`src/hw/rtl/ray_cylinder_intersect_assert.svh`:
```
// ---------------------------------------------------------------------------
// ray_cylinder_intersect_assert - assertion macros
// Assertion macros for the ray / cylinder intersection block.
// Each macro expects clk and rst_n in scope at the point of use.
// ---------------------------------------------------------------------------
`ifndef RAY_CYLINDER_INTERSECT_ASSERT_SVH
`define RAY_CYLINDER_INTERSECT_ASSERT_SVH

// Same-cycle implication, disabled while in reset
`define RCI_ASSERT_IMPL(label, pre, post) \
    label: assert property (@(posedge clk) disable iff (!rst_n) (pre) |-> (post)) \
        else $error("ray_cylinder_intersect: same-cycle check failed");

// Next-cycle implication, disabled while in reset
`define RCI_ASSERT_NEXT(label, pre, post) \
    label: assert property (@(posedge clk) disable iff (!rst_n) (pre) |=> (post)) \
        else $error("ray_cylinder_intersect: next-cycle check failed");

`endif

```
`src/hw/rtl/rci_pkg.sv`:
```
// ---------------------------------------------------------------------------
// rci_pkg
// Shared types and constants of the ray / cylinder intersection block.
// ---------------------------------------------------------------------------
package rci_pkg;

    // Fixed internal widths of the quadratic and discriminant path
    localparam int Q_WIDTH    = 63;
    localparam int AMAG_WIDTH = 62;
    localparam int DMAG_WIDTH = 127;
    localparam int ROOT_WIDTH = 64;
    localparam int DISC_WIDTH = 64;

    // Queue between front and back
    localparam int Q_DEPTH = 4;
    localparam int Q_AW    = 2;

    // Configuration register indexes
    localparam int CFG_IW = 3;
    localparam logic [CFG_IW-1:0] REG_CENTER_X = 3'd0;
    localparam logic [CFG_IW-1:0] REG_CENTER_Y = 3'd1;
    localparam logic [CFG_IW-1:0] REG_CENTER_Z = 3'd2;
    localparam logic [CFG_IW-1:0] REG_AXIS_X   = 3'd3;
    localparam logic [CFG_IW-1:0] REG_AXIS_Y   = 3'd4;
    localparam logic [CFG_IW-1:0] REG_AXIS_Z   = 3'd5;
    localparam logic [CFG_IW-1:0] REG_DIAMETER = 3'd6;

    typedef enum logic [1:0] {
        ST_HIT      = 2'd0,
        ST_MISS     = 2'd1,
        ST_PARALLEL = 2'd2
    } status_t;

    // One classified ray, handed from front to back
    typedef struct packed {
        status_t                       status;
        logic [DMAG_WIDTH-1:0]         dmag;
        logic signed [Q_WIDTH-1:0]     negb;
        logic [AMAG_WIDTH-1:0]         a;
        logic signed [DISC_WIDTH-1:0]  disc;
    } entry_t;

    typedef struct packed {
        logic full;
        logic empty;
    } q_status_t;

endpackage

```
`src/hw/rtl/rci_queue.sv`:
```
// ---------------------------------------------------------------------------
// rci_queue
// Short first-in first-out queue that decouples front and back.
// ---------------------------------------------------------------------------
module rci_queue (
    input  logic                  clk,
    input  logic                  rst_n,
    input  logic                  push,
    input  rci_pkg::entry_t       wdata,
    input  logic                  pop,
    output rci_pkg::entry_t       rdata,
    output rci_pkg::q_status_t    stat
);

    localparam int AW = rci_pkg::Q_AW;

    rci_pkg::entry_t    mem [rci_pkg::Q_DEPTH];
    logic [AW-1:0]      wr_ptr_reg;
    logic [AW-1:0]      rd_ptr_reg;
    logic [AW:0]        cnt_reg;
    logic               do_push;
    logic               do_pop;

    assign stat.full  = (cnt_reg == (AW+1)'(rci_pkg::Q_DEPTH));
    assign stat.empty = (cnt_reg == '0);
    assign do_push    = push && !stat.full;
    assign do_pop     = pop && !stat.empty;
    assign rdata      = mem[rd_ptr_reg];

    // Store a beat
    always_ff @(posedge clk)
    begin
        if (do_push)
            mem[wr_ptr_reg] <= wdata;
    end

    // Move the pointers and the fill count
    always_ff @(posedge clk or negedge rst_n)
    begin
        if (!rst_n)
        begin
            wr_ptr_reg <= '0;
            rd_ptr_reg <= '0;
            cnt_reg    <= '0;
        end
        else
        begin
            if (do_push)
                wr_ptr_reg <= wr_ptr_reg + AW'(1);
            if (do_pop)
                rd_ptr_reg <= rd_ptr_reg + AW'(1);
            if (do_push && !do_pop)
                cnt_reg <= cnt_reg + (AW+1)'(1);
            else if (do_pop && !do_push)
                cnt_reg <= cnt_reg - (AW+1)'(1);
        end
    end

endmodule

```
`config.mk`:
```
export PLATFORM = sky130hd
export DESIGN_NAME = rci_queue
export DESIGN_NICKNAME = d
export VERILOG_FILES = /design/src/hw/rtl/ray_cylinder_intersect_assert.svh /design/src/hw/rtl/rci_pkg.sv /design/src/hw/rtl/rci_queue.sv
export SDC_FILE = /design/constraint.sdc
export NUM_CORES = 1
export LEC_CHECK = 0
export ABC_AREA = 1
export CORE_MARGIN = 5
export CORE_UTILIZATION = 40
export CTS_CLUSTER_SIZE = 24
export DETAILED_ROUTE_END_ITERATION = 12
export DONT_BUFFER_PORTS = 1
export GPL_ROUTABILITY_DRIVEN = 0
export PLACE_DENSITY = 0.59
export SYNTH_ARGS = -nofsm -noshare
export SYNTH_HDL_FRONTEND = slang
export SYNTH_SLANG_ARGS = --single-unit
```
`constraint.sdc`:
```
create_clock -name clk -period 21.3 [get_ports clk]
set_input_delay 4.26 -clock clk [delete_from_list [all_inputs] [get_ports clk]]
set_output_delay 4.26 -clock clk [all_outputs]
set_load 0.02 [all_outputs]
```
==> impl_metrics.env <==
export IMPL_whs_endpoint="cnt_reg[2]"
export IMPL_rrSetupSlack_ps=17010
export IMPL_syn_nets=4100
export IMPL_die_w_um=365
export IMPL_setup_tns_ps=0
export IMPL_hold_depth=2
export IMPL_cts_resized=0
export IMPL_max_stage_delay_ps=940
export IMPL_status="finished clean"
export IMPL_grtUsageTotal_pct=16.3
export IMPL_r2r_start="cnt_reg[0]"
export IMPL_path_clk_slew_ps=60
export IMPL_layout_drive_gt1_share_pct=5.34
export IMPL_ios=642
export IMPL_critPathSlowestCell="buf_4"
export IMPL_largest_reg_flops=1272
export IMPL_crit_top_cell="buf_4"
export IMPL_diodes=0
export IMPL_seq_power_share_pct=41.3
export IMPL_hold_path_startpoint="cnt_reg[2]"
export IMPL_cts_setup_buffers=0
export IMPL_hpwl_um=65700
export IMPL_clk_latency_ps=770
export IMPL_clkPwrFrac_pct=26.9
export IMPL_setup_violations=0
export IMPL_p_leak_uw=0.0210
export IMPL_timing_fmax_ghz=0.108
export IMPL_power_density_mw_per_mm2=148
export IMPL_ctsLongestPathBuffers=3
export IMPL_synth_cell_types=18
export IMPL_dpl_worst_slack_ps=12710
export IMPL_internal_power_uw=5100
export IMPL_portBuffers=0
export IMPL_rsz0062_at_grt="false"
export IMPL_grt_overflow=0
export IMPL_numCtsBuffers=135
export IMPL_fin_ws_ps=12010
export IMPL_max_cap_violations=0
export IMPL_antenna_found_initial=0
export IMPL_ys_ff_latch=1279
export IMPL_drt_pass1_iterations=7
export IMPL_fin_nets=4053
export IMPL_r2r_end="mem[1][153]"
export IMPL_endpoint_kind="primary output"
export IMPL_worstPathCellList="inv_8, buf_4, buf_4, buf_4, nand2_1, o211ai_1, nand2_1"
export IMPL_relSlewSlack_pct=14.7
export IMPL_viasPerCell=4.93
export IMPL_die_area_mm2=0.133
export IMPL_switching_share_pct=38.3
export IMPL_hp_class="flop to flop"
export IMPL_nFillCells=11100
export IMPL_final_max_slew_viol_count=0
export IMPL_grt_max_degree=278
export IMPL_grt_pass1_wl_um=163000
export IMPL_fin_skew_ps=27.1
export IMPL_root_buffer="clkbuf_16"
export IMPL_hold_buffers=0
export IMPL_cp_num_buf_inv=4
export IMPL_worst_pin_slew_ps=1280
export IMPL_core_mm2=0.125
export IMPL_grt_pass1_vias=25500
export IMPL_combPwrFrac_pct=31.8
export IMPL_dr_first_iter_drc_count=1557
export IMPL_critPathMaxFanout=181
export IMPL_synth_warnings=0
export IMPL_cts_tree="yes"
export IMPL_required_ps=17040
export IMPL_die_y_um=365
export IMPL_syn2layout_area_growth_pct=11.1
export IMPL_ir_drop_mv=0.142
export IMPL_num_rows=130
export IMPL_drt_total_wl_um=111000
export IMPL_htreeDepth=4
export IMPL_hold_violations=0
export IMPL_period_minus_slack_ps=9290
export IMPL_antenna_left=0
export IMPL_cp_top_family="buffers and inverters"
export IMPL_p_switching_uw=3170
export IMPL_arrival_ps=5030
export IMPL_num_vias=27000
export IMPL_yosysSeqAreaShare_pct=76.1
export IMPL_start_kind="flop"
export IMPL_numClockSinks=1279
export IMPL_finalCritPeriodShare_pct=43.6
export IMPL_wl_per_cell_um=20.3
export IMPL_synthCells=3772
export IMPL_drc_errors=0
export IMPL_cp_depth=7
export IMPL_syn_cell_area_mm2=0.0504
export IMPL_start_util_pct=40.2
export IMPL_r2r_cells=7
export IMPL_crit_type="flop to primary output"
export IMPL_syn_area_per_cell_um2=13.4
-- placed cells by master, fill, tap and decap left out, drive strengths merged --
cell         n
o21ai        1
xnor2        1
buf         28
nand4        1
inv        662
clkinv      32
bufinv       7
ha           5
nand3        7
dfrtp        7
o211ai     636
clkinvlp     2
nor2         4
clkbuf     182
fa           1
edfxtp    1272
nand2      972
-- layer usage --
| layer | track usage (%) | part of all wire (%) | wire length [µm] |
|---|---|---|---|
| met1 | 18.2 | 38 | 41900 |
| met2 | 27.2 | 49 | 54400 |
| met3 | 7.55 | 9.9 | 11000 |
| met4 | 6.27 | 3.6 | 4020 |
| met5 | 0 | 0 | 0 |
-- worst reg2reg max path: stages (launching register included) --
cell,delay (ps)
dfrtp_1,420
inv_1,80
nand3_1,130
nand2_1,300
nor2_4,520
buf_4,770
buf_4,950
buf_4,720
-- through the flow --
step	instances	area (µm²)	hold WS, ps	util [%]	power (µW)
6_report	5470	56000	500	44.7	8280
5_1_grt	5470	56000	558	44.7	8750
4_1_cts	5470	56000	506	44.7	8420
3_5_place_dp	5238	51800	492	41.3	6170
3_3_place_gp	5238	51800	482	41.3	6140
2_1_floorplan	3772	50400	463	-	5750
-- cell usage after synthesis, drive strengths merged --
| cell | count | area share, % |
|---|---|---|
| nand3 | 7 | 0.069 |
| nand4 | 1 | 0.012 |
| nand2 | 972 | 7.2 |
| clkbuf | 53 | 0.39 |
| xnor2 | 1 | 0.017 |
| ha | 5 | 0.12 |
| nor2 | 4 | 0.030 |
| inv | 653 | 4.9 |
| dfrtp | 7 | 0.35 |
| buf | 159 | 1.7 |
| o21ai | 1 | 0.0099 |
| fa | 1 | 0.040 |
| edfxtp | 1272 | 76 |
| o211ai | 636 | 9.5 |
-- power by group through the flow --
| stage | clock network (µW) | logic, µW | registers [µW] |
|---|---|---|---|
| floorplan | 0 | 2040 | 3710 |
| global placement | 0 | 2680 | 3470 |
| detailed placement | 0 | 2700 | 3470 |
| CTS | 2290 | 2700 | 3420 |
| global route | 2410 | 2880 | 3460 |
| finish | 2220 | 2630 | 3420 |
-- cells by family (layout without fill, tap and decap cells) --
kind of cell	Yosys count	in the layout	share of synthesized area, %
flops	1279	1279	76.1
simple gates	984	984	7.35
buf+inv	865	913	6.92
compound gates	637	637	9.48
fa+ha+maj	6	6	0.164
xor+xnor	1	1	0.0174
-- how the worst max path moves through the flow --
stage,end,startpoint,slack [ps]
after CTS,rdata[144],rd_ptr_reg[0],11840
after floorplan,mem[0][0],push,2730
final,rdata[144],rd_ptr_reg[0],12010
after global placement,rdata[154],rd_ptr_reg[0],12860
after detailed placement,rdata[144],rd_ptr_reg[0],12710
after global routing,rdata[144],rd_ptr_reg[0],11390
-- layout make-up --
cell class	instances	area (µm²)	share of cell area, %
clock inverter	50	543	0.969
sequential	1279	38400	68.5
timing repair buffer	28	323	0.576
multi-input combinational	1628	8610	15.4
clock buffer	182	3640	6.50
inverter	653	2470	4.40
tap	1650	2060	3.69
Power figures use the tool's default switching activity.
